--- config.mk ---
export PLATFORM = sky130hd
export DESIGN_NAME = pip_front
export DESIGN_NICKNAME = d
export VERILOG_FILES = /design/src/hdl/point_in_polygon_crossing_unit_assert.svh /design/src/hdl/pip_pkg.sv /design/src/hdl/pip_front.sv
export SDC_FILE = /design/constraint.sdc
export NUM_CORES = 1
export LEC_CHECK = 0
export BUFFER_PORTS_ARGS = -buffer_cell sky130_fd_sc_hd__buf_2
export CAP_MARGIN = 25
export CORE_MARGIN = 5
export CORE_UTILIZATION = 52
export DETAILED_ROUTE_END_ITERATION = 16
export HOLD_SLACK_MARGIN = 0.15
export PLACE_DENSITY = 0.76
export SYNTH_ARGS = -nofsm -noshare
export SYNTH_HDL_FRONTEND = slang
export SYNTH_SLANG_ARGS = --single-unit
--- constraint.sdc ---
create_clock -name clk -period 8 [get_ports clk]
set_input_delay 1.2 -clock clk [delete_from_list [all_inputs] [get_ports clk]]
set_output_delay 1.2 -clock clk [all_outputs]
set_load 0.1 [all_outputs]
--- src/hdl/point_in_polygon_crossing_unit_assert.svh ---
// ----------------------------------------------------------------------------
// point-in-polygon crossing unit: assertion macros
// shared property forms used by the rtl checks
// ----------------------------------------------------------------------------
`ifndef POINT_IN_POLYGON_CROSSING_UNIT_ASSERT_SVH
`define POINT_IN_POLYGON_CROSSING_UNIT_ASSERT_SVH

// antecedent in a cycle implies consequent in the same cycle
`define PIP_ASSERT_IMP(lbl, ante, cons, msg) \
  lbl: assert property (@(posedge clk) disable iff (!rst_n) (ante) |-> (cons)) \
    else $error(msg);

// condition must never hold at a clock edge out of reset
`define PIP_ASSERT_NEVER(lbl, cond, msg) \
  lbl: assert property (@(posedge clk) disable iff (!rst_n) !(cond)) \
    else $error(msg);

`endif

--- src/hdl/pip_pkg.sv ---
// ----------------------------------------------------------------------------
// pip_pkg
// shared types for the point-in-polygon crossing unit
// ----------------------------------------------------------------------------
`default_nettype none

package pip_pkg;

  // flags that travel with one edge from front to back
  typedef struct packed {
    logic test;   // edge straddles the point's y
    logic down;   // edge start y below edge end y
    logic fin;    // closing edge of the polygon, result follows
    logic few;    // polygon had two or fewer vertices
  } pip_ctl_t;

  // front status seen by the top level
  typedef struct packed {
    logic close_pend;  // closing edge waiting for queue space
    logic mid_poly;    // at least one vertex of a polygon taken
  } pip_fst_t;

endpackage

`default_nettype wire

--- src/hdl/pip_front.sv ---
// ----------------------------------------------------------------------------
// pip_front
// takes vertices, tracks first/previous vertex and issues edge jobs
// ----------------------------------------------------------------------------
`default_nettype none

module pip_front #(
  parameter int COORD_BITS = 32
) (
  input  logic                             clk,
  input  logic                             rst_n,
  input  logic                             in_valid,
  output logic                             in_ready,
  input  logic signed [COORD_BITS-1:0]     vertex_x,
  input  logic signed [COORD_BITS-1:0]     vertex_y,
  input  logic                             last_vertex,
  input  logic signed [COORD_BITS-1:0]     point_x,
  input  logic signed [COORD_BITS-1:0]     point_y,
  input  logic                             q_full,
  output logic                             q_push,
  output logic [4*(COORD_BITS+1)-1:0]      q_ops,
  output pip_pkg::pip_ctl_t                q_ctl,
  output pip_pkg::pip_fst_t                status
);
  import pip_pkg::*;

  localparam int D = COORD_BITS + 1;

  logic signed [COORD_BITS-1:0] first_x_r, first_y_r, prev_x_r, prev_y_r;
  logic [1:0]                   seen_r, seen_nxt;
  logic                         close_pend_r, close_few_r;
  logic                         accept;
  logic signed [COORD_BITS-1:0] ix, iy, jx, jy;
  logic signed [D-1:0]          ax, ay, bx, by;

  assign in_ready = !close_pend_r && !q_full;
  assign accept   = in_valid && in_ready;
  assign seen_nxt = (seen_r == 2'd3) ? 2'd3 : seen_r + 2'd1;

  // edge end points: closing edge, degenerate single vertex, or cur/prev
  always_comb begin
    if (close_pend_r) begin
      ix = first_x_r; iy = first_y_r; jx = prev_x_r; jy = prev_y_r;
    end else if (seen_r == 2'd0) begin
      ix = vertex_x; iy = vertex_y; jx = vertex_x; jy = vertex_y;
    end else begin
      ix = vertex_x; iy = vertex_y; jx = prev_x_r; jy = prev_y_r;
    end
  end

  assign ax = D'(ix) - D'(point_x);
  assign ay = D'(iy) - D'(point_y);
  assign bx = D'(jx) - D'(point_x);
  assign by = D'(jy) - D'(point_y);

  assign q_ops = {ax, ay, bx, by};
  assign q_push = close_pend_r ? !q_full
                               : (accept && ((seen_r != 2'd0) || last_vertex));

  always_comb begin
    q_ctl.test = (iy > point_y) != (jy > point_y);
    q_ctl.down = iy < jy;
    q_ctl.fin  = close_pend_r || ((seen_r == 2'd0) && last_vertex);
    q_ctl.few  = close_pend_r ? close_few_r : 1'b1;
  end

  assign status.close_pend = close_pend_r;
  assign status.mid_poly   = seen_r != 2'd0;

  always_ff @(posedge clk) begin
    if (!rst_n) begin
      seen_r       <= 2'd0;
      close_pend_r <= 1'b0;
      close_few_r  <= 1'b0;
    end else if (close_pend_r) begin
      if (!q_full) begin
        close_pend_r <= 1'b0;
        seen_r       <= 2'd0;
      end
    end else if (accept) begin
      if (last_vertex) begin
        if (seen_r != 2'd0) begin
          close_pend_r <= 1'b1;
          close_few_r  <= seen_r == 2'd1;
        end
      end else begin
        seen_r <= seen_nxt;
      end
    end
  end

  always_ff @(posedge clk) begin
    if (accept && !close_pend_r) begin
      if (seen_r == 2'd0) begin
        first_x_r <= vertex_x;
        first_y_r <= vertex_y;
      end
      prev_x_r <= vertex_x;
      prev_y_r <= vertex_y;
    end
  end

endmodule

`default_nettype wire

Word-level counts from Yosys, hierarchy flattened --
Index checks and enable logic that the tools add are counted.
Word-level totals: register bits after elaboration 132, word-level logic and storage cells 54, output and inout port bits 140
Cells by class: magnitude comparators 3, add/sub/neg operators 5, bitwise gates (word level) 1, equality and inequality tests 5, reductions and logical operators 15, multiplexer cells 18
Operator list (number):
- 32-bit two-way mux | 6
- 32-bit by 32-bit subtractor with 33-bit output | 4
- 32-bit greater-than comparator | 2
- 32-bit less-than comparator | 1
- 2-bit two-way mux | 5
- 1-bit two-way mux | 7
- 1-bit logical AND | 5
- 4-bit AND reduction | 1
- 2-bit nonzero test | 2
- 3-bit AND reduction | 1
- 2-bit by 1-bit adder with 2-bit output (second input constant) | 1
- 2-bit by 1-bit equality test with 1-bit output (second input constant) | 1
- 2-bit equality test (second input constant) | 1
- 1-bit logical NOT | 2
- 2-bit logical NOT | 1
- 1-bit logical OR | 2
- 2-bit by 1-bit != test with 1-bit output (second input constant) | 1
- 2-bit != test (second input constant) | 1
- 2-bit AND reduction | 1
- 1-bit != test | 1
- 1-bit inverter | 1

Logic depth before layout (Yosys ltp) --
depth after elaboration 5, mapped depth 16, mapped depth without buffers 15

Worst setup path before layout --
Ideal clock, no wire load.
path type flip-flop to output port, start register close_pend_r, end output q_ops[63], cell stages (with the launch flop) 15, path slack 0.122 ns, arrival 6.678 ns, cells stage by stage dfxtp_1 > clkbuf_1 > nor3_2 > clkbuf_1 > mux2_2 > ha_1 > clkbuf_1 > nand4_1 > nor2_1 > nand4_1 > a21oi_1 > o41ai_1 > o21ai_0 > o31ai_1 > o311ai_0
Between the ends: word-level cells in the longest chain between the ends 2
RTL lines:
- from (decl) | RTL line pip_front.sv:31 | logic close_pend_r, close_few_r;
- from (signal assigned) | RTL line pip_front.sv:73 | close_pend_r <= 1'b0;
- from (signal assigned) | RTL line pip_front.sv:77 | close_pend_r <= 1'b0;
- from (signal assigned) | RTL line pip_front.sv:83 | close_pend_r <= 1'b1;
- 32-bit two-way mux | RTL line pip_front.sv:42 | if (close_pend_r) begin
- 32-bit by 32-bit subtractor with 33-bit output | RTL line pip_front.sv:53 | assign bx = D'(jx) - D'(point_x);
- to (decl) | RTL line pip_front.sv:21 | output logic [4*(COORD_BITS+1)-1:0] q_ops,
Every way passes these cells.

Worst setup path in the final report --
Same ends and word-level chain as after synthesis.

==> run metrics <==
Ys Warns 0; initial antenna violation count 11; wire per inst 18.7 µm; Area Growth Syn to Fin 18.0%; combinational power share 58.7%; Synth area leader edfxtp_1; fin cells around 2000; global-route wire length before repair 58900 µm; Final period util 83.9%; max frequency around 150 MHz; Sw Ratio 54.6%; design area between 15000 and 20000 µm²; clock power share 21.1%; First DRT Iteration DRCs between 800 and 900; Reg2Reg Launch Point close_pend_r$_SDFF_PN0_; Routed Antenna Nets 0; post-layout min period 6.71 ns; met1 usage 34.8%; Global Route Usage Sum around 26%; total CTS buffers 17; Vias/cell 5.81; clk buf depth 2; Worst R2R Setup Slack roughly 5.5 ns; worst setup path startpoint close_pend_r$_SDFF_PN0_; Mapped Area around 13000 µm²; Crit Path Class reg2out; Setup TNS 0 ns; reg2reg path depth 3; final-report hold violation count 0; Power Dens Cells 258 nW/µm²; Total Wirelength 37600 µm; register area ~3900 µm²; final core occ between 60% and 70%; CP Data Required Time 6.80 ns; clk root buf clkbuf_16; critical path peak fanout 44; internal power between 1.5 and 2 mW; Worst setup endpoint q_ops[63]; placed insts a little under 2000; post-synthesis async set-or-reset flop share 0%; First-pass DRT Iterations 6; RSZ-0062 raised after global routing no; Mapped Avg Cell Area 9.36 µm²; I/O Buffers 272; count of pins over their slew limit 0; Reg power frac between 20% and 30%; vias in the first global route 11375; arrival time at the worst endpoint 5.51 ns; Worst Hold Class reg2reg; Die Wd 169 µm; initial core utilization 52.3%; Yosys reg bits 132; total gr overflow 0; Net Switching between 2 and 2.5 mW; routability cong. a little under 1; Static Leak 7.02 nW; CTS H-tree lvls 4; maximum vdd drop 215 µV; ranking of synthesized cells by area edfxtp_1 29%, ha_1 15%, mux2_2 10%; clock latency on the worst-skew pair 0.42 ns; GR peak layer met2; I/O Pins between 200 and 300; clock sink total about 130; slew margin rel. roughly a third; Post-synth EDFFs 128; area of the multi-input gates 8530 µm²; Post-CTS Hold Buffers 0; nets 1961; met3 Usage GRT 6.12%; row count 58; final setup violation count 0; post-cts sizing count 0; measured slew at the worst slew-check pin 1.02 ns; Net Count, Synth 1694; TritonCTS clock tree done; max-cap viol count 0; hold_sp close_few_r$_SDFFE_PN0P_; die footprint about 28000 µm²; DRC violations left 0; Critical Path End Type output pin; clock skew between 0.009 and 0.01 ns; status finished, final reports clean; clk slew on worst S/H paths 0.06 ns; Syn Inst Count ~1400; Worst setup SP type flop; Post-synth top flop edfxtp_1; largest net degree at the start of global routing 65; layout cells sized above 1 26.2%; Fill cells about 2100; Post-CTS Repair Setup Buffers 0; post-synth top area share 29.4%; Die Span Y 169 µm; core area 25000 µm²; post-synthesis sequential area ratio 30.0%; Post-DP Area 14800 µm²; met2 usage 40.6%; Vias 11677; Distinct cells, synth 65; reg2reg end first_x_r[31]$_DFFE_PP_; hpwl dp 29500 µm
## cell families (layout without fill, tap and decap cells)
kind of cell	Yosys count	count (layout)	share of synthesized area, %
adders and majority gates	165	165	16.0
other	0	5	0
buffers and inverters	163	443	4.72
muxes	130	130	11.1
DFF	132	132	30.0
and+or+nand+nor	298	298	11.2
xor gates and xnor gates	103	103	6.90
AOI/OAI and AO/OA	405	405	20.0
## cells in the mapped netlist (21+ instances only)
cell      instances
a21o_1           50
a21oi_1         132
clkbuf_1         26
edfxtp_1        128
ha_1            161
inv_1           134
mux2_2          119
nand2_1          67
nand2b_1         21
nand3_1          23
nor2_1           78
nor3_1           24
o21a_1           25
o21ai_0          69
o21bai_1         23
xnor2_1          66
xor2_1           37
## critical path: stages, from the launching register on
cell and delay, ns:
dfxtp_4 0.51, nor3_4 0.23, buf_4 0.56, mux2_2 0.41
ha_1 0.34, a211oi_1 0.35, o21ai_0 0.21, nand3b_1 0.18
a21oi_1 0.15, o41ai_1 0.64, o21ai_0 0.38, o31ai_1 0.37
nand3_1 0.11, o311ai_0 0.12, buf_2 0.50
## area by class of cell
cell class                      instances  area share [%]
Multi-Input combinational cell       1101            55.4
Sequential cell                       132            25.5
Timing Repair Buffer                  277            9.08
Inverter                              134            3.26
Clock buffer                           19            2.87
Tap cell                              330            2.68
Clock inverter                         13            1.19
Antenna cell                            5          0.0812
## registers in the layout, indices dropped and copies added (netlist names)
| signal | count |
|---|---|
| prev_x_r | 32 |
| seen_r | 2 |
| first_y_r | 32 |
| close_pend_r | 1 |
| close_few_r | 1 |
| first_x_r | 32 |
| prev_y_r | 32 |
## worst min path at each step
stage | end | slack [ns] | cells past startpoint
6_report | close_few_r$_SDFFE_PN0P_ | 0.48 | 2
5_1_grt | close_few_r$_SDFFE_PN0P_ | 0.50 | 2
4_1_cts | close_few_r$_SDFFE_PN0P_ | 0.48 | 2
3_5_place_dp | close_few_r$_SDFFE_PN0P_ | 0.47 | 2
3_3_place_gp | close_few_r$_SDFFE_PN0P_ | 0.46 | 2
2_1_floorplan | close_few_r$_SDFFE_PN0P_ | 0.43 | 2
## metal layers
layer	vias up	wire [µm]
li1	5720	-
met1	5434	16700
met2	428	16700
met3	83	2910
met4	12	1230
met5	-	78
## metrics by stage
step	setup slack, ns	power [mW]	hold slack [ns]
2_1_floorplan	0.122	2.74	0.428
3_3_place_gp	1.84	3.13	0.456
3_5_place_dp	1.77	3.14	0.467
4_1_cts	1.34	3.98	0.484
5_1_grt	0.834	4.14	0.497
6_report	1.29	3.98	0.483
## power groups by stage
stage | clock [mW] | combinational (mW) | sequential, mW
finish | 0.840 | 2.34 | 0.803
global route | 0.882 | 2.45 | 0.805
CTS | 0.848 | 2.33 | 0.803
detailed placement | 0 | 2.32 | 0.816
global placement | 0 | 2.31 | 0.816
floorplan | 0 | 1.93 | 0.815
## cell usage in the layout, fill, tap and decap left out, types with 9 or more instances in the layout
master	instances
buf_2	272
ha_1	161
inv_1	134
a21oi_1	132
edfxtp_1	128
mux2_2	119
nor2_1	78
o21ai_0	69
nand2_1	67
xnor2_1	66
a21o_1	50
xor2_1	37
o21a_1	25
nor3_1	24
o21bai_1	23
nand3_1	23
nand2b_1	21
nand4_1	20
a211oi_1	18
nor2b_1	18
clkbuf_16	17
o211ai_1	12
o31ai_1	12
mux2i_1	11
and3_1	10
a31oi_1	9
(Power assumes the default switching activity.)
