### src/hdl/point_in_polygon_crossing_unit_assert.svh
// ----------------------------------------------------------------------------
// point-in-polygon crossing unit: assertion macros
// shared property forms used by the rtl checks
// ----------------------------------------------------------------------------
`ifndef POINT_IN_POLYGON_CROSSING_UNIT_ASSERT_SVH
`define POINT_IN_POLYGON_CROSSING_UNIT_ASSERT_SVH

// antecedent in a cycle implies consequent in the same cycle
`define PIP_ASSERT_IMP(lbl, ante, cons, msg) \
  lbl: assert property (@(posedge clk) disable iff (!rst_n) (ante) |-> (cons)) \
    else $error(msg);

// condition must never hold at a clock edge out of reset
`define PIP_ASSERT_NEVER(lbl, cond, msg) \
  lbl: assert property (@(posedge clk) disable iff (!rst_n) !(cond)) \
    else $error(msg);

`endif

### src/hdl/pip_queue.sv
// ----------------------------------------------------------------------------
// pip_queue
// small synchronous fifo between the front and the back
// ----------------------------------------------------------------------------
`default_nettype none

module pip_queue #(
  parameter int WIDTH = 8,
  parameter int DEPTH = 4
) (
  input  logic             clk,
  input  logic             rst_n,
  input  logic             push,
  input  logic [WIDTH-1:0] wr_data,
  input  logic             pop,
  output logic [WIDTH-1:0] rd_data,
  output logic             full,
  output logic             empty
);
  localparam int PTR_W = (DEPTH > 1) ? $clog2(DEPTH) : 1;
  localparam int CNT_W = $clog2(DEPTH + 1);

  logic [WIDTH-1:0] mem_r [DEPTH];
  logic [PTR_W-1:0] wr_ptr_r, rd_ptr_r;
  logic [CNT_W-1:0] cnt_r;
  logic             do_push, do_pop;

  assign full    = cnt_r == CNT_W'(DEPTH);
  assign empty   = cnt_r == '0;
  assign do_push = push && !full;
  assign do_pop  = pop && !empty;
  assign rd_data = mem_r[rd_ptr_r];

  always_ff @(posedge clk) begin
    if (!rst_n) begin
      wr_ptr_r <= '0;
      rd_ptr_r <= '0;
      cnt_r    <= '0;
    end else begin
      if (do_push) begin
        wr_ptr_r <= (wr_ptr_r == PTR_W'(DEPTH - 1)) ? '0 : wr_ptr_r + 1'b1;
      end
      if (do_pop) begin
        rd_ptr_r <= (rd_ptr_r == PTR_W'(DEPTH - 1)) ? '0 : rd_ptr_r + 1'b1;
      end
      if (do_push && !do_pop) begin
        cnt_r <= cnt_r + 1'b1;
      end else if (do_pop && !do_push) begin
        cnt_r <= cnt_r - 1'b1;
      end
    end
  end

  always_ff @(posedge clk) begin
    if (do_push) begin
      mem_r[wr_ptr_r] <= wr_data;
    end
  end

endmodule

`default_nettype wire

### config.mk
export PLATFORM = sky130hd
export DESIGN_NAME = pip_queue
export DESIGN_NICKNAME = d
export VERILOG_FILES = /design/src/hdl/point_in_polygon_crossing_unit_assert.svh /design/src/hdl/pip_queue.sv
export SDC_FILE = /design/constraint.sdc
export NUM_CORES = 1
export LEC_CHECK = 0
export BUFFER_PORTS_ARGS = -buffer_cell sky130_fd_sc_hd__buf_2
export CORE_MARGIN = 2
export CORE_UTILIZATION = 55
export CTS_CLUSTER_SIZE = 14
export DETAILED_ROUTE_END_ITERATION = 8
export HOLD_SLACK_MARGIN = 0.06
export PLACE_DENSITY = 0.85
export SLEW_MARGIN = 15
export SYNTH_ARGS = -nofsm -noshare
export SYNTH_HDL_FRONTEND = slang
export SYNTH_SLANG_ARGS = --single-unit
### constraint.sdc
create_clock -name clk -period 2.65 [get_ports clk]
set_input_delay 0.3975 -clock clk [delete_from_list [all_inputs] [get_ports clk]]
set_output_delay 0.3975 -clock clk [all_outputs]
set_load 0.05 [all_outputs]
# Word level (Yosys, flattened, before mapping)
# Memories as Yosys holds them, arrays and structs flattened. A register that Yosys moved wholly into a read port is not among the register bits.
# Cells that the tools add are included.
[totals] reg_bits=7 ram_bits=32 inputBits=12 out_inout_bits=10 wordCells=29 n_memories=1
[memory_table] name="mem_r" words=4 word_bits=8 read_ports=1 rd_clocked_by_memory_dff=1 wr=1 line="pip_queue.sv:23" source="logic [WIDTH-1:0] mem_r [DEPTH];"
[op_classes] n_addsub=4 eq_ne=3 mux=8 n_reduce_logical=10
[op_table] op="$mux 2" count=4
[op_table] op="$mux 3" count=2
[op_table] op="$add 2x1->2 const B" count=2
[op_table] op="$eq 2x2->1 const B" count=2
[op_table] op="$logic_and 1x1->1" count=4
[op_table] op="$logic_not 1->1" count=4
[op_table] op="$add 3x1->3 const B" count=1
[op_table] op="$eq 3x3->1 const B" count=1
[op_table] op="$logic_not 3->1" count=1
[op_table] op="$sub 3x1->3 const B" count=1
[op_table] op="$mux 1" count=2
[op_table] op="$reduce_bool 2->1" count=1

# Longest topological paths before layout
# Gate-level depths: netlist (run 1).
[logic_depth] ltp_word=7 depth_mapped=9

# Worst setup path after synthesis (run 1)
# OpenSTA, ideal clock, no wires.
[synth_path] path_kind="register -> register" start="register cnt_r[1]" end="register cnt_r[2]" setup_ns=0.076 t_arrival_ns=2.259 t_required_ns=2.574 slack_ns=0.315 stages_incl_launch_ff=10 n_path_buf=1 synth_period_minus_slack_ns=2.335 path_cell_list="dfxtp_1 > nor3b_2 > nor2b_1 > buf_2 > ha_1 > inv_1 > fa_1 > xor2_1 > or3_1 > a21boi_0"
[synth_via] elab_chain_cells=6 word_cells_on_any_way=15 cone_classes="add/sub (2); eq/ne (1); mux (2); reduce/logical (10)"
[synth_rtl] element="from (decl)" line="pip_queue.sv:25" source="logic [CNT_W-1:0] cnt_r;"
[synth_rtl] element="from (signal assigned)" line="pip_queue.sv:47" source="cnt_r <= cnt_r + 1'b1;"
[synth_rtl] element="from (signal assigned)" line="pip_queue.sv:49" source="cnt_r <= cnt_r - 1'b1;"
[synth_rtl] element="$eq 3x3->1 (*)" line="pip_queue.sv:28" source="assign full = cnt_r == CNT_W'(DEPTH);"
[synth_rtl] element="named net full" line="pip_queue.sv:17" source="output logic full,"
[synth_rtl] element="$logic_not 1->1 (*)" line="pip_queue.sv:30" source="assign do_push = push && !full;"
[synth_rtl] element="$logic_and 1x1->1 (*)" line="pip_queue.sv:30"
[synth_rtl] element="named net do_push" line="pip_queue.sv:26" source="logic do_push, do_pop;"
[synth_rtl] element="$logic_not 1->1" line="pip_queue.sv:48" source="end else if (do_pop && !do_push) begin"
[synth_rtl] element="$logic_and 1x1->1" line="pip_queue.sv:48"
[synth_rtl] element="$reduce_bool 2->1 (no source line)"
# Mark *: on every way through the listed nets, which the timed path passes. The rest lies on a longest branch. The select of a mux whose other input is x is not followed.
# A chain may end at the register's enable or synchronous reset.

# Worst setup path in the final report (run 1)
[layout_path] start="register cnt_r[0]" end="register cnt_r[2]"
[layout_via] elab_chain_cells=6 word_cells_on_any_way=15 cone_classes="add/sub (2); eq/ne (1); mux (2); reduce/logical (10)"
[layout_rtl] element="branches (longest 6 deep; another with $sub 3x1->3)"
# Parallel ways; which one is timed is not known. The select of a mux whose other input is x is not followed.

==> results by stage, run 1 <==
Floorplan:
- In this run the vertical extent of the chip is 58.4 um.
- The top-level I/O count is 22.
- The floorplan step defined a core boundary enclosing 0.00278 mm^2.
- In this run the horizontal extent of the chip is 58.4 um.
- The effective utilization at floorplan is 58.6%.
- The initialized floorplan defines 19 standard-cell rows.
- The die footprint is 0.00342 mm^2.

STA:
- The final-report setup violation count is 0.
- Setup repair after global routing left no endpoint under its margin.
- After layout, the worst path uses 92.2% of the clock period.
- Clock skew on the completed layout was measured at 0.0165 ns.
- The transition time of the tightest slew-check pin is 0.561 ns.
- The final max-slew violation count was 0.
- The final hold violation count is 0.
- The max-slew headroom at the worst pin is 62.3%.
- Summed over all failing endpoints, the final setup total negative slack is 0 ns.
- Counting I/O delays and the setup requirement, the final critical path takes 2.44 ns.
- The timing-limited maximum frequency is 0.409 GHz.
- The post-layout worst setup margin is 0.207 ns.

GRT:
- The overall global routing resource usage is 15.9%.
- The total global routing overflow is 0.
- The number of antenna violations at the first check in global routing is 0.
- Entering global routing, the biggest net connects 14 pins.
- The via count of the first global-routing pass came to 835.
- The global-route wire length before repair is 3.77 mm.

Logic synthesis:
- The share of synthesized flip-flops with an asynchronous set or reset is 0%.
- The cell with the most instances after synthesis is edfxtp_1.
- After synthesis, the largest area contributor takes up 58.9% of total cell area.
- The biggest area consumer among synthesized cells is edfxtp_1.
- The dominant register cell in the synthesized netlist is edfxtp_1.
- The synthesized area per cell is 17.5 um^2.
- The number of enable flip-flop cells after synthesis is 32.
- In this run, synthesis produced a sequential element count of 41.
- Yosys attributes the largest share of cell area to edfxtp_1 59%, dfxtp_1 11%, mux4_2 11%.
- Yosys printed 0 warnings.
- The portion of the post-synthesis area used by sequential elements is 70.0%.
- The netlist area before placement is 0.00163 mm^2.
- Ranked by instance count, the synthesized netlist is headed by 32 x edfxtp_1, 9 x dfxtp_1, 8 x mux4_2, 6 x ha_1, 6 x nand2_1.
- The instance count of the mapped netlist is 93.
- The count of different cell masters after synthesis is 23.
- Synthesis produced a netlist with a net count of 112.

Clocking:
- TritonCTS built the clock tree.
- The H-tree was split into 2 levels.
- The number of buffers between clock root and the deepest sink is 2.
- The later pin in the worst-skew pair is clocked with a latency of 0.34 ns.
- Gates resized during post-CTS repair numbered 0.
- Clock-pin slew was measured on the worst setup and hold paths at 0.12 ns.
- Counting the buffers created by CTS gives 5.
- The buffer type at the clock tree root is clkbuf_4.
- The count of clock tree sinks is 41.
- In this run the post-CTS setup repair buffer count came out at 0.
- The total of hold buffers inserted after clock tree synthesis is 0.

Placed design:
- Timing analysis after detailed placement gives a worst setup slack of 0.267 ns.
- The number of port buffers is 21.
- The standard cell area after detailed placement is 0.00176 mm^2.
- The half-perimeter wire length after placement is 1.72 mm.
- The routability congestion estimate from global placement is 0.721.

Power and ir drop:
- The part of the total power dissipated in combinational logic is 34.3%.
- The portion of total power attributed to the clock network is 17.6%.
- The switching portion of total power is 37.3%.
- The internal power is 1140 uW.
- The switching component of the power is 679 uW.
- The leakage dissipation is 0.000675 uW.
- VDD sags by at most 0.761 mV.
- Sequential cells burn 48.1% of the power.
- The areal power density over the cells is 996 mW/mm^2.

Critical path:
- The critical path in this run is classified as reg -> reg.
- The critical path launch point type is a flop.
- The critical path endpoint category is a flop.
- The critical path goes through o31ai_1 > ha_1 > inv_1 > fa_1 > xor2_1 > or3_1 > a21boi_0.
- The maximum fanout count along the critical path is 5.
- The worst register-to-register path has a depth of 7.
- The arrival time of the worst setup path is 2.71 ns.
- At the worst endpoint, the required time is 2.92 ns.
- For this run, the slowest stage of the critical path takes 0.53 ns.
- The slowest library cell on the worst path is o31ai_1.

Route:
- After detailed routing, the number of vias per cell comes to 5.54.
- After detailed routing, the total wire length is 2.37 mm.
- For this run, the detailed router's first-pass iteration total came to 4.
- After detailed routing, the number of remaining DRC violations is 0.
- The number of design-rule violations left by the first detailed-router iteration is 30.
- The total via count after detailed routing is 831.
- The number of nets with antenna violations after detailed routing is 0.
- After detailed routing, the average wire length per cell comes to 15.8 um.

Final layout:
- The combined area of the multi-input logic cells is 460 um^2.
- 0 antenna diodes ended up in the layout.
- In the final layout, flip-flops and latches occupy 0.00114 mm^2.
- The count of filler cells inserted in the layout is 199.
- Relative to the synthesized area, the layout overhead comes to 12.2%.
- The layout cell share with drive strength beyond 1 is 32.8%.
- Once layout is done, the placed cells without fillers occupy 0.00183 mm^2.
- The number of nets in the finished design is 137.

Job:
- The reported max-cap violation count is 0.

Worst hold path:
- The worst hold path class is in -> reg.
- The depth of the worst hold-timing path is 1.

Status:
- The flow ran to the end, and the final reports show no timing, DRC or antenna violations.
-- stage by stage --
| stage | utilization (%) | std cells | total power (uW) | hold WS [ns] |
|---|---|---|---|---|
| detailed placement | 63.4 | 142 | 1520 | 0.501 |
| floorplan | - | 93 | 1380 | 0.468 |
| CTS | 65.8 | 150 | 1840 | 0.248 |
| finish | 65.8 | 150 | 1820 | 0.269 |
| global route | 65.8 | 150 | 1910 | 0.243 |
| global placement | 63.4 | 142 | 1490 | 0.480 |
-- worst paths after layout --
check              start           to  slack [ns]
max reg2reg     cnt_r[0]     cnt_r[2]        0.21
max             cnt_r[0]     cnt_r[2]        0.21
min           wr_data[7]  mem_r[3][7]        0.27
min reg2reg  wr_ptr_r[1]  wr_ptr_r[1]        0.52
-- state kept, by name, summed over array words and instances, names as in the netlist, named ones only --
signal,count
cnt_r,3
mem_r,32
rd_ptr_r,2
wr_ptr_r,2
-- cells by family (layout without fill, tap and decap cells) --
kind of cell / count (synthesis) / after routing / share of synthesized area, %
flops: 41 / 41 / 70.0
xor+xnor: 2 / 2 / 1.07
compound gates: 5 / 5 / 1.84
mux: 11 / 11 / 12.9
fa+ha+maj: 7 / 7 / 5.83
simple gates: 20 / 20 / 6.60
buf+inv: 7 / 33 / 1.76
-- power by group through the flow --
stage,Clock [uW],Sequential [uW],Combinational [uW]
after floorplan,0,843,542
after global placement,0,885,609
after detailed placement,0,896,626
after CTS,332,881,629
after global routing,356,893,665
final,321,876,625
-- placed cells by master, fill, tap and decap left out --
master	netlist	final
inv_1	3	3
buf_4	0	1
clkinv_4	0	1
and2_1	5	5
o21ai_0	3	3
ha_1	6	6
clkbuf_8	0	1
clkinv_2	0	1
o31ai_1	1	1
mux2i_1	3	3
nand2_1	6	6
nor2b_1	2	2
clkbuf_4	0	5
nor3b_2	1	1
fa_1	1	1
a21boi_0	1	1
dfxtp_1	9	9
edfxtp_1	32	32
nor3_1	1	1
xnor2_1	1	1
nand3_1	2	2
nor2_1	2	2
buf_2	2	21
xor2_1	1	1
or3_1	1	1
mux4_2	8	8
-- layout make-up --
type                       count  area share [%]
multi-input combinational     45            25.2
tap                           31            2.12
timing repair buffer          22            6.16
clock inverter                 2           0.752
inverter                       3           0.616
sequential                    41            62.4
clock buffer                   6            2.80
-- critical path, delay by kind of cell (launching register included) --
| kind | cells | cell delay (ns) |
|---|---|---|
| xor gates and xnor gates | 1 | 0.16 |
| buffers and inverters | 1 | 0.07 |
| AOI/OAI and AO/OA | 2 | 0.74 |
| adders and majority gates | 2 | 0.69 |
| DFF | 1 | 0.39 |
| and+or+nand+nor | 1 | 0.30 |
-- metal layers --
metal | GRT usage (%) | wire length (um) | share of wire, %
met1 | 17.5 | 976 | 41
met2 | 27.1 | 1190 | 50
met3 | 4.84 | 142 | 6.0
met4 | 8.97 | 64 | 2.7
met5 | 0 | 0 | 0
(Power assumes the default switching activity.)
==> run 2: changes to the inputs <==
--- a/config.mk
+++ b/config.mk
@@ -7,11 +7,11 @@
 export LEC_CHECK = 0
 export BUFFER_PORTS_ARGS = -buffer_cell sky130_fd_sc_hd__buf_2
 export CORE_MARGIN = 2
-export CORE_UTILIZATION = 55
+export CORE_UTILIZATION = 50
 export CTS_CLUSTER_SIZE = 14
 export DETAILED_ROUTE_END_ITERATION = 8
 export HOLD_SLACK_MARGIN = 0.06
-export PLACE_DENSITY = 0.85
+export PLACE_DENSITY = 0.74
 export SLEW_MARGIN = 15
 export SYNTH_ARGS = -nofsm -noshare
 export SYNTH_HDL_FRONTEND = slang
==> constraint.sdc (replaced) <==
create_clock -name clk -period 2 [get_ports clk]
set_input_delay 0.3 -clock clk [delete_from_list [all_inputs] [get_ports clk]]
set_output_delay 0.3 -clock clk [all_outputs]
set_load 0.05 [all_outputs]
==> run 2 against run 1 <==
Compared with the run above: sequential share of layout area down 1.7 points; sequential cell count unchanged; global-route usage up 0.96 points; register-to-register slack worse by 0.19 ns; clock skew fell by 0.0090 ns; critical path type unchanged; largest power group unchanged; highest routed layer unchanged.
==> results by stage, run 2 (synthesized netlist as in run 1, its figures left out) <==
Route:
- The number of design-rule violations left by the first detailed-router iteration is 15 (was 30).
- The detailed-routing iteration count for the pre-antenna-repair pass is 3 (was 4).
- The number of nets with antenna violations after detailed routing is 0 (unchanged).
- The total via count after detailed routing is 845 (was 831).
- The final routed wirelength across all metal layers was 2.53 mm (was 2.37 mm).
- The number of design rule violations left after detail routing is 0 (unchanged).
- The mean routed wirelength per cell is 15.3 um (was 15.8 um).
- The per-cell via count in the routed design was 5.12 (was 5.54).

Floorplan:
- The top-level I/O count was 22 (unchanged).
- The number of rows in the core area is 20 (was 19).
- The die footprint came to 0.00373 mm^2 (was 0.00342 mm^2).
- The area inside the core boundary is 0.00308 mm^2 (was 0.00278 mm^2).
- The effective utilization at floorplan is 53.0% (was 58.6%).
- The floorplan die height came to 61.1 um (was 58.4 um).
- The die boundary width is 61.1 um (was 58.4 um).

STA:
- The final-report setup violation count was 0 (unchanged).
- The final max-slew violation count was 0 (unchanged).
- The transition time of the tightest slew-check pin is 0.423 ns (was 0.561 ns).
- The total negative slack is 0 ns (unchanged).
- The final worst-path cycle share is 99.0% (was 92.2%).
- RSZ-0062 raised after global routing: yes (was no).
- The final setup skew is 0.00750 ns (was 0.0165 ns).
- The max-slew headroom at the worst pin is 71.8% (was 62.3%).
- The shortest period the worst path allows is 1.98 ns (was 2.44 ns).
- The post-layout worst setup margin came to 0.0208 ns (was 0.207 ns).
- The final hold violation count is 0 (unchanged).
- The timing-limited maximum frequency is 0.505 GHz (was 0.409 GHz).

Power and ir drop:
- The leakage dissipation came to 0.000680 uW (was 0.000675 uW).
- The internal power was 1530 uW (was 1140 uW).
- The total design power is 2440 uW (was 1820 uW).
- The areal power density over the cells is 1290 mW/mm^2 (was 996 mW/mm^2).
- The portion of total power attributed to the clock network is 14.6% (was 17.6%).
- The relative contribution of sequential cells to total power is 47.1% (was 48.1%).
- The part of the total power dissipated in combinational logic is 38.3% (was 34.3%).
- The switching component of the power was 911 uW (was 679 uW).
- The largest vdd supply drop was 0.766 mV (was 0.761 mV).
- The switching portion of total power is 37.3% (about the same).

Critical path:
- The arrival time of the worst setup path is 2.24 ns (was 2.71 ns).
- The maximum fanout count along the critical path was 5 (unchanged).
- The type of the setup path with the least slack is reg -> reg (unchanged).
- The startpoint of the most critical register-to-register path is cnt_r[2] (was cnt_r[0]).
- The launching instance or port of the critical path is cnt_r[2] (was cnt_r[0]).
- The critical path endpoint category is a flop (unchanged).
- The critical path data required time was 2.26 ns (was 2.92 ns).
- The worst reg-to-reg setup slack is 0.02 ns (was 0.21 ns).
- The critical path launch point type was a flop (unchanged).

Final layout:
- The total inserted antenna cells is 0 (unchanged).
- The layout cell share with drive strength beyond 1 was 38.8% (was 32.8%).
- The number of flip-flops under the largest register name is 32 (unchanged).
- The combined area of the multi-input logic cells is 498 um^2 (was 460 um^2).
- The commonest non-fill, non-tap cell in the layout is edfxtp_1 (unchanged).
- The number of nets in the finished design was 140 (was 137).
- The flip-flop and latch area is 0.00115 mm^2 (was 0.00114 mm^2).
- The count of filler cells inserted in the layout was 248 (was 199).
- The growth of design area from synthesis to finish was 16.0% (was 12.2%).
- Largest registers: mem_r x32, cnt_r x3 (unchanged).
- The register with the most flip-flops is mem_r (unchanged).
- Leading cell types in the layout, fill and taps excluded: 32 x edfxtp_1, 21 x buf_2, 8 x mux4_2 (was 32 x edfxtp_1, 21 x buf_2, 9 x dfxtp_1).

Job:
- The reported max-cap violation count is 0 (unchanged).

GRT:
- The number of antenna violations at the first check in global routing is 0 (unchanged).
- The global-route wire length before repair came to 4.18 mm (was 3.77 mm).
- The via count of the first global-routing pass is 907 (was 835).
- The maximum number of pins on one net before global-route repair is 12 (was 14).
- The total global routing overflow is 0 (unchanged).
- The overall global routing resource usage is 16.8% (was 15.9%).

Placed design:
- The post-placement worst setup slack came to -0.0360 ns (was 0.267 ns).
- The half-perimeter wire length after placement is 1.82 mm (was 1.72 mm).
- The number of port buffers is 21 (unchanged).
- The routability congestion estimate from global placement is 0.690 (was 0.721).

Clocking:
- The total CTS buffers came to 5 (unchanged).
- The number of buffers between clock root and the deepest sink is 2 (unchanged).
- The count of clock tree sinks is 41 (unchanged).
- The number of levels in the clock H-tree was 2 (unchanged).
- The TritonCTS clock tree was built (unchanged).
- The buffer type at the clock tree root is clkbuf_4 (unchanged).
- The register clock-pin slew on the reported worst setup and hold paths was 0.10 ns (was 0.12 ns).
- The clock insertion delay at the later pin of the skew report is 0.33 ns (was 0.34 ns).
- The total of hold buffers inserted after clock tree synthesis is 0 (unchanged).

Worst hold path:
- The worst hold path class was in -> reg (unchanged).
- The startpoint of the tightest hold check path is wr_data[6] (was wr_data[7]).

Status:
- Result of the run: completed (unchanged).
## run 2: changes by cell type in the layout (fill, tap and decap cells not counted), sizes merged
cell	delta
buf	+3
clkinv	-1
## run 2: layer usage
layer  vias to the layer above  global-route usage (%)  part of all wire (%)
met5                         -                       0                     0
met4                         0                    7.45                   1.9
met3                         6                    6.72                   5.2
met2                        18                    29.9                    54
met1                       414                    17.3                    39
li1                        407                       -                     -
## run 2: path summary, 6_finish.rpt
path / endpoint / depth (start not counted)
worst max-delay path: cnt_r[2] / 8
worst min-delay path: mem_r[3][6] / 1
worst max register to register: cnt_r[2] / 8
worst min register to register: wr_ptr_r[1] / 2
## run 2: through the flow
stage               instances  hold WS, ns  area (um^2)  util, %
floorplan                  93        0.399         1670        -
detailed placement        157        0.514         1830     59.4
finish                    165        0.174         1890     61.5
CTS                       164        0.160         1880     61.2
global placement          157        0.484         1830     59.4
global route              165        0.152         1890     61.5
## run 2: what timing repair did
item | 4_1_cts | 5_1_grt
gates resized for setup | 2 | 0
buffers inserted | 0 | 1
hold endpoints to repair | 0 | 0
cloned | 0 | 0
setup endpoints to repair | 1 | 1
## run 2: worst max-delay path: stages (launching register included)
cell,delay (ns)
dfxtp_2,0.36
nor3b_4,0.16
nor2b_2,0.19
ha_4,0.17
inv_2,0.04
fa_2,0.37
xor2_1,0.16
or3_1,0.32
a21boi_1,0.14
## run 2: area by class of cell
type                       count  area share [%]
multi-input combinational     45            26.3
clock inverter                 1           0.198
timing repair buffer          25            7.14
tap                           44            2.91
inverter                       3           0.595
clock buffer                   6            2.18
sequential                    41            60.6
## run 2: power groups by stage
| stage | combinational [uW] | clock (uW) | sequential [uW] |
|---|---|---|---|
| 2_1_floorplan | 751 | 0 | 1130 |
| 3_3_place_gp | 907 | 0 | 1150 |
| 3_5_place_dp | 936 | 0 | 1170 |
| 4_1_cts | 948 | 368 | 1150 |
| 5_1_grt | 1010 | 401 | 1170 |
| 6_report | 937 | 357 | 1150 |
==> run 3: changes to the inputs <==
--- a/config.mk
+++ b/config.mk
@@ -10,6 +10,7 @@
 export CORE_UTILIZATION = 50
 export CTS_CLUSTER_SIZE = 14
 export DETAILED_ROUTE_END_ITERATION = 8
+export GPL_ROUTABILITY_DRIVEN = 1
 export HOLD_SLACK_MARGIN = 0.06
 export PLACE_DENSITY = 0.74
 export SLEW_MARGIN = 15
==> constraint.sdc (replaced) <==
create_clock -name clk -period 2 [get_ports clk]
set_input_delay 0.4 -clock clk [delete_from_list [all_inputs] [get_ports clk]]
set_output_delay 0.4 -clock clk [all_outputs]
set_load 0.05 [all_outputs]
==> run 3 against run 2 <==
Compared with the run above: design area grew 4.7%; die area is the same; power increased by 7.8%; non-clock buffer count grew 1; hold slack improved by 0.087 ns; clock power grew 19%; sequential cell count unchanged; critical path type unchanged; critical path depth did not move; setup slack improved by 0.027 ns; fmax is 1.4% higher; critical endpoint unchanged; sequential share of layout area decreased by 2.5 points.
==> results by stage, run 3 (synthesized netlist as in run 1, its figures left out) <==
Critical path:
- The number of cell instances on the worst register-to-register path is 8 (unchanged).
- The arrival time of the worst setup path was 2.22 ns (was 2.24 ns).
- The startpoint of the most critical register-to-register path is cnt_r[2] (unchanged).
- Sequence of cells on the critical path: nor3b_4 > nor2b_2 > ha_4 > inv_2 > fa_2 > xor2_2 > or3_1 > a21boi_1 (was nor3b_4 > nor2b_2 > ha_4 > inv_2 > fa_2 > xor2_1 > or3_1 > a21boi_1).
- The worst flop-to-flop path endpoint was cnt_r[2] (unchanged).
- The worst reg-to-reg setup slack came to 0.05 ns (was 0.02 ns).
- The critical path launch point type is a flop (unchanged).
- The type of the setup path with the least slack is reg -> reg (unchanged).
- The critical path endpoint category is a flop (unchanged).
- The maximum fanout count along the critical path is 5 (unchanged).
- The slowest library cell on the worst path is dfxtp_4 (was fa_2).
- The critical path data required time came to 2.27 ns (was 2.26 ns).
- The delay contributed by the slowest stage of the critical path is 0.38 ns (was 0.37 ns).

Final layout:
- The growth of design area from synthesis to finish is 21.5% (was 16.0%).
- The number of nets in the finished design is 141 (was 140).
- Leading cell types in the layout, fill and taps excluded: 32 x edfxtp_1, 13 x buf_2, 8 x mux4_2 (was 32 x edfxtp_1, 21 x buf_2, 8 x mux4_2).
- The number of cells in the finished layout apart from fillers is 167 (was 165).
- Largest registers: mem_r x32, cnt_r x3 (unchanged).
- The number of flip-flops under the largest register name came to 32 (unchanged).
- The register with the most flip-flops is mem_r (unchanged).
- The layout cell share with drive strength beyond 1 was 43.1% (was 38.8%).
- The commonest non-fill, non-tap cell in the layout is edfxtp_1 (unchanged).
- The total inserted antenna cells is 0 (unchanged).

Floorplan:
- The floorplan die height was 61.1 um (unchanged).
- The die boundary width is 61.1 um (unchanged).
- The effective utilization at floorplan was 53.0% (unchanged).
- The number of rows in the core area was 20 (unchanged).
- The die footprint is 0.00373 mm^2 (unchanged).
- The top-level I/O count was 22 (unchanged).
- The area inside the core boundary is 0.00308 mm^2 (unchanged).

Power and ir drop:
- The switching portion of total power was 36.1% (was 37.3%).
- The part of the total power dissipated in combinational logic is 40.0% (was 38.3%).
- The leakage dissipation is 0.000715 uW (was 0.000680 uW).
- The switching component of the power is 952 uW (was 911 uW).
- The relative contribution of sequential cells to total power is 43.9% (was 47.1%).
- The largest vdd supply drop is 0.662 mV (was 0.766 mV).
- The internal power came to 1680 uW (was 1530 uW).
- The areal power density over the cells came to 1330 mW/mm^2 (was 1290 mW/mm^2).
- The portion of total power attributed to the clock network was 16.1% (was 14.6%).

STA:
- The final hold violation count is 0 (unchanged).
- The total negative slack is 0 ns (unchanged).
- The final max-slew violation count is 0 (unchanged).
- The final-report setup violation count was 0 (unchanged).
- RSZ-0062 raised after global routing: yes (unchanged).
- The final worst-path cycle share came to 97.6% (was 99.0%).
- The final setup skew is 0.0193 ns (was 0.00750 ns).
- The timing-limited maximum frequency is 0.512 GHz (was 0.505 GHz).
- The shortest period the worst path allows was 1.95 ns (was 1.98 ns).
- The transition time of the tightest slew-check pin came to 0.432 ns (was 0.423 ns).
- The max-slew headroom at the worst pin was 71.2% (was 71.8%).

Route:
- The per-cell via count in the routed design came to 5.04 (was 5.12).
- The mean routed wirelength per cell was 15.0 um (was 15.3 um).
- The total via count after detailed routing is 842 (was 845).
- The number of design rule violations left after detail routing is 0 (unchanged).
- The detailed-routing iteration count for the pre-antenna-repair pass is 4 (was 3).
- The number of nets with antenna violations after detailed routing was 0 (unchanged).
- The number of design-rule violations left by the first detailed-router iteration came to 32 (was 15).
- The final routed wirelength across all metal layers came to 2.51 mm (was 2.53 mm).

Job:
- The reported max-cap violation count came to 0 (unchanged).

Worst hold path:
- The worst hold path class is in -> reg (unchanged).
- The depth of the worst hold-timing path came to 1 (unchanged).
- The end of the worst hold path is mem_r[1][4] (was mem_r[3][6]).
- The startpoint of the tightest hold check path was wr_data[4] (was wr_data[6]).

Placed design:
- The cell total after placement is 157 (unchanged).
- The number of port buffers is 21 (unchanged).
- The routability congestion estimate from global placement is 0.735 (was 0.690).

Clocking:
- The total of hold buffers inserted after clock tree synthesis was 0 (unchanged).
- The number of buffers between clock root and the deepest sink was 2 (unchanged).
- The register clock-pin slew on the reported worst setup and hold paths is 0.12 ns (was 0.10 ns).
- The TritonCTS clock tree was built (unchanged).
- The total CTS buffers is 5 (unchanged).
- The clock insertion delay at the later pin of the skew report is 0.34 ns (was 0.33 ns).
- The number of levels in the clock H-tree is 2 (unchanged).
- The buffer type at the clock tree root is clkbuf_4 (unchanged).
- The count of clock tree sinks was 41 (unchanged).

Status:
- Result of the run: completed (unchanged).

GRT:
- The overall global routing resource usage came to 15.3% (was 16.8%).
- The maximum number of pins on one net before global-route repair came to 14 (was 12).
- The global-route wire length before repair came to 3.91 mm (was 4.18 mm).
- The via count of the first global-routing pass came to 844 (was 907).
- The total global routing overflow came to 0 (unchanged).
- The number of antenna violations at the first check in global routing is 0 (unchanged).
[run 3: cell count changes in the layout (fill, tap and decap cells not counted), sizes merged]
cell,delta
buf,+1
clkinv,+1
[run 3: metal layers]
layer,vias up,share of wire [%],track usage (%)
met2,18,53,27.5
met5,-,0,0
met4,0,1.5,5.59
li1,411,-,-
met3,5,3.8,5.04
met1,408,42,16.8
[run 3: layout make-up]
class	count	area, um^2
flip-flops and latches	41	1150
fillers	227	1100
multi-input cells	45	505
repair buffers	26	193
well taps	44	55.1
clock buffers	6	51.3
clock inverters	2	13.8
inverters	3	11.3
[run 3: how the worst max path moves through the flow]
stage / from / end / slack [ns] / cells past startpoint
after floorplan: cnt_r[0] / cnt_r[2] / -0.08 / 9
after global placement: push / cnt_r[2] / 0.08 / 8
after detailed placement: cnt_r[1] / cnt_r[2] / -0.04 / 7
after CTS: cnt_r[1] / cnt_r[2] / 0.004 / 7
after global routing: cnt_r[2] / cnt_r[2] / -0.02 / 8
final: cnt_r[2] / cnt_r[2] / 0.05 / 8
[run 3: timing repair]
action | CTS | global route
buffers inserted | 0 | 2
endpoints found under the setup margin | 9 | 9
resized for setup | 7 | 19
pin swaps | 0 | 3
[run 3: stage by stage]
| step | hold WS (ns) | setup slack (ns) | instance area (um^2) | total power [uW] | util [%] |
|---|---|---|---|---|---|
| 2_1_floorplan | 0.468 | -0.0798 | 1670 | 1880 | - |
| 3_3_place_gp | 0.480 | 0.0754 | 1830 | 2060 | 59.4 |
| 3_5_place_dp | 0.505 | -0.0389 | 1830 | 2100 | 59.4 |
| 4_1_cts | 0.255 | 0.00355 | 1920 | 2570 | 62.4 |
| 5_1_grt | 0.256 | -0.0248 | 1980 | 2770 | 64.3 |
| 6_report | 0.261 | 0.0479 | 1980 | 2640 | 64.3 |
[run 3: critical path, delay by kind of cell, from the launching register on]
| kind | cells | cell delay [ns] |
|---|---|---|
| buffers and inverters | 1 | 0.03 |
| DFF | 1 | 0.38 |
| adders and majority gates | 2 | 0.51 |
| and+or+nand+nor | 3 | 0.65 |
| AOI/OAI and AO/OA | 1 | 0.15 |
| xor gates and xnor gates | 1 | 0.16 |
[run 3: power groups by stage]
| stage | Sequential, uW | Clock, uW | Combinational [uW] |
|---|---|---|---|
| floorplan | 1130 | 0 | 751 |
| global placement | 1150 | 0 | 905 |
| detailed placement | 1160 | 0 | 933 |
| CTS | 1150 | 436 | 975 |
| global route | 1180 | 464 | 1130 |
| finish | 1160 | 424 | 1050 |
